[config.mk]
export PLATFORM = sky130hd
export DESIGN_NAME = mbpm_ctrl
export DESIGN_NICKNAME = d
export VERILOG_FILES = /design/src/design/mbpm_pkg.sv /design/src/design/mbpm_ctrl.sv
export SDC_FILE = /design/constraint.sdc
export NUM_CORES = 1
export LEC_CHECK = 0
export BUFFER_PORTS_ARGS = -buffer_cell sky130_fd_sc_hd__buf_2
export CAP_MARGIN = 10
export CORE_MARGIN = 4
export CORE_UTILIZATION = 44
export CTS_CLUSTER_SIZE = 40
export DETAILED_ROUTE_END_ITERATION = 10
export PLACE_DENSITY_LB_ADDON = 0.12
export SLEW_MARGIN = 20
export SYNTH_ARGS = -nofsm -noshare
export SYNTH_HDL_FRONTEND = slang
export SYNTH_SLANG_ARGS = --single-unit
[constraint.sdc]
create_clock -name clock -period 1.5 [get_ports clock]
set_input_delay 0.225 -clock clock [delete_from_list [all_inputs] [get_ports clock]]
set_output_delay 0.225 -clock clock [all_outputs]
set_load 0.1 [all_outputs]
[src/design/mbpm_pkg.sv]
// shared types and constants for the barycentric point mapper
// no dependencies; imported by every module of the block
`timescale 1ns / 1ps

package mbpm_pkg;

   // configuration port
   localparam int CSR_DATA_W = 16;
   localparam int CSR_IDX_W  = 3;

   localparam logic [CSR_IDX_W-1:0] CSR_CELLS_ACROSS = 3'd0;
   localparam logic [CSR_IDX_W-1:0] CSR_CELLS_DOWN   = 3'd1;
   localparam logic [CSR_IDX_W-1:0] CSR_BOX_LEFT     = 3'd2;
   localparam logic [CSR_IDX_W-1:0] CSR_BOX_TOP      = 3'd3;
   localparam logic [CSR_IDX_W-1:0] CSR_BOX_RIGHT    = 3'd4;
   localparam logic [CSR_IDX_W-1:0] CSR_BOX_BOTTOM   = 3'd5;

   // request kinds
   localparam logic ACT_WRITE = 1'b0;
   localparam logic ACT_MAP   = 1'b1;

   // datapath widths
   localparam int COORD_W = 16;
   localparam int TRI_W   = 9;
   localparam int MA_W    = 18;   // multiplier operand a, signed
   localparam int MB_W    = 35;   // multiplier operand b, signed
   localparam int PROD_W  = MA_W + MB_W;
   localparam int AREA_W  = 35;   // one cross product
   localparam int CMB_W   = 37;   // sums of cross products
   localparam int QUO_W   = 16;
   localparam int DVS_W   = 34;
   localparam int DVD_W   = DVS_W + QUO_W;

   typedef enum logic [4:0] {
      S_IDLE, S_RD0, S_RD1, S_RD2, S_RD3,
      S_T1, S_T2, S_A1, S_A2, S_B1, S_B2, S_TEST,
      S_SC_MUL, S_SC_DIV, S_SC_WAIT,
      S_NX0, S_NX1, S_NX2, S_DX, S_DX_WAIT,
      S_NY0, S_NY1, S_NY2, S_DY, S_DY_WAIT,
      S_EMIT
   } mbpm_state_type;

   typedef enum logic [3:0] {
      OP_NONE, OP_T1, OP_T2, OP_A1, OP_A2, OP_B1, OP_B2, OP_SPAN,
      OP_NX0, OP_NX1, OP_NX2, OP_NY0, OP_NY1, OP_NY2
   } mbpm_op_type;

   typedef struct packed {
      logic        load;
      logic        rd_en;
      logic [1:0]  vsel;
      mbpm_op_type op;
      logic [1:0]  sc_idx;
      logic        div_start;
      logic        div_final;
      logic        sc_store;
      logic        store_x;
      logic        store_y;
      logic        latch_w;
      logic        scan_next;
      logic        out_load;
      logic        out_hit;
   } mbpm_cmd_type;

   typedef struct packed {
      logic hit;
      logic last;
      logic div_done;
      logic out_full;
   } mbpm_status_type;

endpackage

[src/design/mbpm_ctrl.sv]
// controller: sequences reads, multiplies, divisions and the result load
// depends on mbpm_pkg; drives the datapath through mbpm_cmd_type
`timescale 1ns / 1ps

module mbpm_ctrl import mbpm_pkg::*; (
   input  logic            clock,
   input  logic            reset,
   input  logic            req_valid,
   input  logic            req_action,
   output logic            req_ready,
   input  mbpm_status_type status,
   output mbpm_cmd_type    cmd
);

   mbpm_state_type state_ff, state_in;
   logic [1:0]     sc_idx_ff, sc_idx_in;
   logic           hit_ff, hit_in;
   logic           accept;

   assign accept = req_valid && (state_ff == S_IDLE);

   always_ff @(posedge clock) begin
      if (reset) begin
         state_ff  <= S_IDLE;
         sc_idx_ff <= 2'd0;
         hit_ff    <= 1'b0;
      end else begin
         state_ff  <= state_in;
         sc_idx_ff <= sc_idx_in;
         hit_ff    <= hit_in;
      end
   end

   always_comb begin
      state_in  = state_ff;
      sc_idx_in = sc_idx_ff;
      hit_in    = hit_ff;
      case (state_ff)
         S_IDLE:   if (accept && (req_action == ACT_MAP)) state_in = S_RD0;
         S_RD0:    state_in = S_RD1;
         S_RD1:    state_in = S_RD2;
         S_RD2:    state_in = S_RD3;
         S_RD3:    state_in = S_T1;
         S_T1:     state_in = S_T2;
         S_T2:     state_in = S_A1;
         S_A1:     state_in = S_A2;
         S_A2:     state_in = S_B1;
         S_B1:     state_in = S_B2;
         S_B2:     state_in = S_TEST;
         S_TEST: begin
            if (status.hit) begin
               hit_in    = 1'b1;
               sc_idx_in = 2'd0;
               state_in  = S_SC_MUL;
            end else if (status.last) begin
               hit_in   = 1'b0;
               state_in = S_EMIT;
            end else begin
               state_in = S_RD0;
            end
         end
         S_SC_MUL: state_in = S_SC_DIV;
         S_SC_DIV: state_in = S_SC_WAIT;
         S_SC_WAIT: begin
            if (status.div_done) begin
               if (sc_idx_ff == 2'd3) begin
                  state_in = S_NX0;
               end else begin
                  sc_idx_in = sc_idx_ff + 2'd1;
                  state_in  = S_SC_MUL;
               end
            end
         end
         S_NX0:     state_in = S_NX1;
         S_NX1:     state_in = S_NX2;
         S_NX2:     state_in = S_DX;
         S_DX:      state_in = S_DX_WAIT;
         S_DX_WAIT: if (status.div_done) state_in = S_NY0;
         S_NY0:     state_in = S_NY1;
         S_NY1:     state_in = S_NY2;
         S_NY2:     state_in = S_DY;
         S_DY:      state_in = S_DY_WAIT;
         S_DY_WAIT: if (status.div_done) state_in = S_EMIT;
         S_EMIT:    if (!status.out_full) state_in = S_IDLE;
         default:   state_in = S_IDLE;
      endcase
   end

   always_comb begin
      cmd        = '0;
      cmd.op     = OP_NONE;
      cmd.sc_idx = sc_idx_ff;
      cmd.out_hit = hit_ff;
      req_ready  = 1'b0;
      case (state_ff)
         S_IDLE: begin
            req_ready = 1'b1;
            cmd.load  = accept;
         end
         S_RD0: begin
            cmd.rd_en = 1'b1;
            cmd.vsel  = 2'd0;
         end
         S_RD1: begin
            cmd.rd_en = 1'b1;
            cmd.vsel  = 2'd1;
         end
         S_RD2: begin
            cmd.rd_en = 1'b1;
            cmd.vsel  = 2'd2;
         end
         S_T1:     cmd.op = OP_T1;
         S_T2:     cmd.op = OP_T2;
         S_A1:     cmd.op = OP_A1;
         S_A2:     cmd.op = OP_A2;
         S_B1:     cmd.op = OP_B1;
         S_B2:     cmd.op = OP_B2;
         S_TEST: begin
            cmd.latch_w   = 1'b1;
            cmd.scan_next = !status.hit && !status.last;
         end
         S_SC_MUL:  cmd.op = OP_SPAN;
         S_SC_DIV:  cmd.div_start = 1'b1;
         S_SC_WAIT: cmd.sc_store = status.div_done;
         S_NX0:     cmd.op = OP_NX0;
         S_NX1:     cmd.op = OP_NX1;
         S_NX2:     cmd.op = OP_NX2;
         S_DX: begin
            cmd.div_start = 1'b1;
            cmd.div_final = 1'b1;
         end
         S_DX_WAIT: cmd.store_x = status.div_done;
         S_NY0:     cmd.op = OP_NY0;
         S_NY1:     cmd.op = OP_NY1;
         S_NY2:     cmd.op = OP_NY2;
         S_DY: begin
            cmd.div_start = 1'b1;
            cmd.div_final = 1'b1;
         end
         S_DY_WAIT: cmd.store_y = status.div_done;
         S_EMIT:    cmd.out_load = !status.out_full;
         default: ;
      endcase
   end

endmodule

==> results_dict.tcl, run 1 <==
set metrics [dict create \
    status "stopped before the end" \
    haltStage "clock tree synthesis" \
    stop_error "[ERROR DPL-0038] Utilization greater than 100%, impossible to legalize" \
    die_h_um 51.62 \
    start_util_pct 47.45 \
    synth_nets 122 \
    synth-edff-count 0 \
    cts-root-buf "clkbuf_4" \
    hpwl_um 3271 \
    placed_cell_area_mm2 0.001677 \
    synth.distinct_cells 46 \
    post-cts-setup-buffers 12 \
    ys_seq_area_share_pct 19.13 \
    die_x_um 51.62 \
    clkSinkCount 8 \
    synthFlopType "dfxtp_1" \
    cts_hold_buf 0 \
    synth_warnings 0 \
    ys_seq_elements 8 \
    post_cts_resize_count 42 \
    syn_area_per_cell_um2 7.408 \
    gp_congestion 0.9154 \
    numCtsBuffers 3 \
    synth_async_sr_flop_share_pct 0 \
    netlist_area_um2 837.1 \
    numPortBuffers 27 \
    htree_levels 1 \
    pin_count 28 \
    clk_path_buf_depth 2 \
    row_count 15 \
    syn_inst 113 \
]
==> cell families after synthesis <==
| kind of cell | Yosys count | share of synthesized area (%) |
|---|---|---|
| adders and majority gates | 1 | 1.495 |
| xor gates and xnor gates | 3 | 3.140 |
| AOI/OAI and AO/OA | 31 | 32.59 |
| DFF | 8 | 19.13 |
| muxes | 2 | 2.392 |
| buffers and inverters | 15 | 7.623 |
| and+or+nand+nor | 53 | 33.63 |
==> cell usage after synthesis (2+ instances only) <==
cell type  number  area share, %
a31oi_1         4            3.0
mux2i_1         2            2.4
nor2_1         13            5.8
clkbuf_1        3            1.3
inv_2           2           0.90
xnor2_1         2            2.1
or3_1           2            1.5
nor3_1          9            5.4
a21oi_1         4            2.4
a2111oi_4       2            6.6
nor4_1          2            1.5
buf_1           2           0.90
nand3b_1        4            3.6
nand2b_1        3            2.2
a311oi_1        2            2.1
nand2_1        10            4.5
inv_1           4            1.8
o32ai_1         3            3.1
buf_2           3            1.8
a211oi_1        3            2.7
dfxtp_1         8             19
and3_1          2            1.5
==> per-stage QoR <==
| step | setup TNS [ps] | instances | utilization (%) | setup slack, ps |
|---|---|---|---|---|
| after floorplan | -4497 | 113 | - | -778.2 |
| after detailed placement | -1154 | 181 | 95.04 | -184.0 |
| after global placement | -80.81 | 181 | 95.04 | -34.85 |
==> run 2, diff against run 1 <==
- CORE_AREA: not set -> 4 4 65 67
- CORE_MARGIN: 4 -> not set
- CORE_UTILIZATION: 44 -> not set
- CTS_CLUSTER_SIZE: 40 -> not set
- DIE_AREA: not set -> 0 0 69 71
- PLACE_DENSITY_LB_ADDON: 0.12 -> 0.15
- clock period: 1.5 -> 1.95 ns (I/O delays scaled with it)
==> run 2 against run 1 <==
The flow now finishes without violations; synthesized area is the same; synthesized cell count unchanged.
==> results_dict.tcl, run 2 <==
set metrics [dict create \
    cts-root-buf "clkbuf_8" \
    synth_async_sr_flop_share_pct 0 \
    crit_path_max_fanout 11 \
    end_kind "output pin" \
    clock_latency_ps 230 \
    stdcell_count 193 \
    numPortBuffers 27 \
    synthFlopType "dfxtp_1" \
    status "complete, no violations" \
    synth_most_common_cell "nor2_1" \
    cp_slowest_cell "dfxtp_2" \
    whs_path_depth 2 \
    ir_drop_mv 0.5453 \
    grt_setup_unrepaired "false" \
    path_cells "buf_4 > nand2b_1 > nand2_1 > nand2_1 > o21ai_2 > buf_12" \
    dr_total_vias 968 \
    crit_buf_inv 2 \
    grt_max_degree 18 \
    mostFrequentLayoutCell "buf_12" \
    critPathRequiredTime_ps 1660 \
    placed_cells 189 \
    num-fill-cells 360 \
    fmax_mhz 530.1 \
    worstSetupPathType "flop to output pin" \
    die_x_um 69 \
    synth.distinct_cells 46 \
    slew_violations 0 \
    grtUsageTotal_pct 11.50 \
    power_uw 2401 \
    firstDrtPassIters 4 \
    fin_util_pct 43.29 \
    cts_tree "built" \
    ys_seq_area_share_pct 19.13 \
    max_cap_violations 0 \
    finalHoldViolations 0 \
    synth_top_cell_area_share_pct 19.13 \
    path_clk_slew_ps 40 \
    route.detailed.drc 0 \
    synth-edff-count 0 \
    pin_count 28 \
    path_delay_family "simple AND/OR/NAND/NOR gates" \
    crit_top_cell "nand2_1" \
    die_h_um 71 \
    hp-start "reset" \
    rr_worst_depth 4 \
    period_needed_ps 1886 \
    r2r_start "state_ff[1]" \
    timing.hold.ws_ps 347.0 \
    top_regs "state_ff (5), sc_idx_ff (2), hit_ff (1)" \
    antenna_found_initial 0 \
    use_met2_pct 18.33 \
    gp_congestion 0.9273 \
    grt_pass1_wl_um 4678 \
    start_util_pct 23.04 \
    area_growth_pct 87.89 \
    syn_inst 113 \
    hp-class "primary input to flop" \
    netlist_area_um2 837.1 \
    hpwl_um 2188 \
    nets 156 \
    worst_pin_slew_ps 490.1 \
    worst_r2r_endpoint "state_ff[0]" \
    row_count 22 \
    grt_pass1_vias 939 \
    cpPeakStageDelay_ps 400 \
    rrSetupSlack_ps 240 \
    drtIter0Drc 23 \
    yosysTopAreaCell "dfxtp_1" \
    die_area_mm2 0.004899 \
    diodes 0 \
    synthTopCellsByCount "nor2_1, nand2_1, nor3_1" \
    clkSinkCount 8 \
    relSlewSlack_pct 67.55 \
    wl_per_cell_um 14.30 \
    setup_violations 0 \
    via_per_inst 5.016 \
    cts_hold_buf 0 \
    pre_cts_slack_ps 76.24 \
    finalCritPeriodShare_pct 96.74 \
    clk_path_buf_depth 2 \
    startpoint_type "flop" \
    htree_levels 1 \
    grt_use_met3_pct 3.835 \
    regMostFlops "state_ff" \
    leakagePower_uw 0.0005583 \
    numCtsBuffers 3 \
    core_area_mm2 0.003633 \
    syn_area_per_cell_um2 7.408 \
    worstHoldEndpoint "hit_ff" \
    startpoint "state_ff[0]" \
    synth_nets 122 \
    ys_seq_elements 8 \
    powerDensity_mw_per_mm2 1526 \
    synth_warnings 0 \
    finalClockSkew_ps 3.664 \
    final_cell_mix "buf_12, buf_2, buf_4" \
    drtAntennaViolNets 0 \
    arrival_ps 1590 \
    synth_area_leaders "dfxtp_1, a2111oi_4, nor2_1" \
    largest_register_ffs 5 \
    grt_use_met1_pct 14.72 \
    grt-busiest-layer "met2" \
    finalWorstSetupSlack_ps 63.63 \
    post_route_cells_drive_above_1_share_pct 49.66 \
    gr-total-overflow 0 \
    wl_um 2760 \
]
## run 2: cell counts after synthesis
No cell type changed its count.
## run 2: cell type report
class	instances	area [µm²]	share of cell area [%]
tap	48	60.06	3.819
inverter	6	27.53	1.750
timing repair buffer	38	485.5	30.87
clock buffer	3	41.29	2.625
multi-input combinational	90	787.0	50.04
sequential	8	171.4	10.90
## run 2: what timing repair did
item,in CTS,in global routing
setup buffers,0,1
pin swaps,2,1
gates resized for setup,4,1
endpoints found under the setup margin,9,2
## run 2: worst register-to-register path: cells and delay by family (launching register included)
family / cells / cell delay (ps)
DFF: 1 / 390
and+or+nand+nor: 2 / 570
AOI/OAI and AO/OA: 2 / 630
## run 2: worst max path at each step
stage                  endpoint  slack, ps  depth (start not counted)
CTS                     cmd[18]         40                          4
detailed placement  state_ff[4]         80                          4
finish                  cmd[14]         60                          6
global placement         cmd[5]        160                          3
floorplan               cmd[18]       -400                          3
global route             cmd[5]          7                          3
## run 2: through the flow
| stage | area [µm²] | TNS, ps |
|---|---|---|
| after floorplan | 1064 | -679.4 |
| after global placement | 1515 | 0 |
| after detailed placement | 1515 | 0 |
| after CTS | 1563 | 0 |
| after global routing | 1573 | 0 |
| final | 1573 | 0 |
## run 2: kinds of logic (layout without fill, tap and decap cells)
logic type / count (synthesis) / in the layout / share of synthesized area, %
and+or+nand+nor: 53 / 53 / 33.63
muxes: 2 / 2 / 2.392
AOI/OAI and AO/OA: 31 / 31 / 32.59
xor gates and xnor gates: 3 / 3 / 3.140
adders and majority gates: 1 / 1 / 1.495
buffers and inverters: 15 / 47 / 7.623
DFF: 8 / 8 / 19.13
## run 2: layer usage
layer  share of wire [%]  up-vias
met4                 2.4        0
li1                    -      487
met5                   0        -
met1                  44      438
met2                  46       37
met3                 7.0        6
## run 2: where the power goes
group	internal, µW	switching, µW	leakage, µW	total, µW
clock network	134	65.2	0.0000216	199
registers	205	108	0.0000677	313
logic	723	1170	0.000469	1890
total	1060	1340	0.000558	2400
(Power assumes the default switching activity.)
==> run 3, diff against run 2 <==
- clock period: 1.95 -> 1.73 ns (I/O delays scaled with it)
==> run 3 against run 2 <==
Non-clock buffer count grew 18; register-to-register slack lost 150 ps; clock-buffer cell count is the same; design area grew 17%; combinational power grew 37%; global-route usage grew 1.1 points; clock power grew 19%; core utilization grew 7.3 points; flip-flop and latch count is the same; hold slack lost 46 ps; sequential share of layout area shrank 1.3 points; critical endpoint is now cmd[11]; largest power group unchanged.
==> results_dict.tcl, run 3 (synthesis gave the netlist of run 2 again) <==
set metrics [dict create \
    largest_register_ffs 5 \
    final_cell_mix "buf_4, buf_12, buf_2" \
    gr-total-overflow 0 \
    grt_setup_unrepaired "true" \
    regMostFlops "state_ff" \
    die_h_um 71 \
    relSlewSlack_pct 67.88 \
    nets 174 \
    leakagePower_uw 0.0006695 \
    path_delay_family "flip-flops" \
    wl_per_cell_um 14.41 \
    grt_pass1_vias 1096 \
    route.detailed.drc 0 \
    placed_cell_area_mm2 0.001587 \
    fin_area_mm2 0.001837 \
    wl_um 3040 \
    worstSetupPathType "flop to output pin" \
    grtUsageTotal_pct 12.58 \
    grt_pass1_wl_um 5147 \
    core_area_mm2 0.003633 \
    num-fill-cells 355 \
    clkSinkCount 8 \
    fmax_mhz 582.5 \
    period_needed_ps 1717 \
    finalClockSkew_ps 1.923 \
    die_area_mm2 0.004899 \
    finalCritPeriodShare_pct 99.23 \
    drtAntennaViolNets 0 \
    clock_latency_ps 230 \
    via_per_inst 5.171 \
    grt_max_degree 12 \
    start_util_pct 23.04 \
    post_route_cells_drive_above_1_share_pct 66.26 \
    row_count 22 \
    crit_top_cell "buf_12" \
    worst_pin_slew_ps 485.1 \
    numCtsBuffers 3 \
    startpoint_type "flop" \
    pre_cts_slack_ps 115.0 \
    crit_buf_inv 2 \
    clk_path_buf_depth 2 \
    cts_tree "built" \
    fin_util_pct 50.55 \
    seq_area_um2 176.4 \
    end_kind "output pin" \
    setup_violations 0 \
    diodes 0 \
    max_cap_violations 0 \
    cpPeakStageDelay_ps 350 \
    critPathRequiredTime_ps 1470 \
    slew_violations 0 \
    multi_input_area_um2 867.1 \
    htree_levels 1 \
    hp-class "primary input to flop" \
    mostFrequentLayoutCell "buf_4" \
    arrival_ps 1460 \
    die_x_um 69 \
    cp_slowest_cell "dfxtp_4" \
    finalHoldViolations 0 \
    finalWorstSetupSlack_ps 13.31 \
    antenna_found_initial 0 \
    status "complete, no violations" \
    cts_hold_buf 0 \
    powerDensity_mw_per_mm2 1703 \
    area_growth_pct 119.4 \
    dr_total_vias 1091 \
    top_regs "state_ff (5), sc_idx_ff (2), hit_ff (1)" \
    firstDrtPassIters 4 \
    cts-root-buf "clkbuf_8" \
    path_clk_slew_ps 50 \
    ir_drop_mv 0.7374 \
    gp_congestion 0.8416 \
    hpwl_um 2264 \
    numPortBuffers 27 \
    pin_count 28 \
    path_cells "buf_12 > xnor2_4 > nor3_2 > a31oi_1 > o22ai_2 > buf_12" \
    drtIter0Drc 30 \
    crit_path_max_fanout 6 \
]
run 3: cell types whose count changed in the layout (fill, tap and decap cells not counted), moves of 3 or more:
cell,before,now
nand2_1,8,5
nor2_1,9,5
buf_4,10,23
nand2_2,1,4
run 3: through the flow:
stage | std cells | total power [µW] | hold WS [ps] | setup TNS [ps]
after floorplan | 113 | 1854 | 400.0 | -2094
after global placement | 196 | 2511 | 482.6 | 0
after detailed placement | 196 | 2527 | 500.7 | 0
after CTS | 206 | 2959 | 303.3 | -18.84
after global routing | 211 | 3280 | 320.1 | -236.3
final | 211 | 3128 | 301.0 | 0
run 3: what timing repair did:
item	4_1_cts	5_1_grt
gates cloned	0	1
setup buffers	7	4
resized for setup	18	10
setup endpoints to repair	12	12
pin swaps	8	5
run 3: final timing paths:
check | from | to | slack, ps | cells after the start
max reg2reg | state_ff[1] | state_ff[0] | 90 | 4
min reg2reg | sc_idx_ff[0] | sc_idx_ff[0] | 530 | 2
min | reset | hit_ff | 300 | 2
max | state_ff[0] | cmd[11] | 10 | 6
run 3: report_power, final:
| group | switching [µW] | internal [µW] |
|---|---|---|
| registers | 68.1 | 245 |
| logic | 1490 | 1080 |
| clock network | 84.6 | 152 |
| total | 1650 | 1480 |
run 3: area by class of cell:
type	instances	share of cell area, %
multi-input cells	90	47.21
repair buffers	56	35.97
flip-flops and latches	8	9.605
well taps	48	3.270
clock buffers	3	2.248
inverters	6	1.703
run 3: worst register-to-register path, cell delays in order, from the launching register on:
cell and delay [ps]:
dfxtp_4 370, or3b_1 420, a2111oi_4 380, nor3_2 130, a311oi_1 230
run 3: layer usage:
layer  track usage, %  up-vias  wire [µm]
met3            4.545        2        208
met2            21.61       36       1549
li1                 -      523          -
met1            15.43      530       1269
met5                0        -          0
met4            1.735        0         11
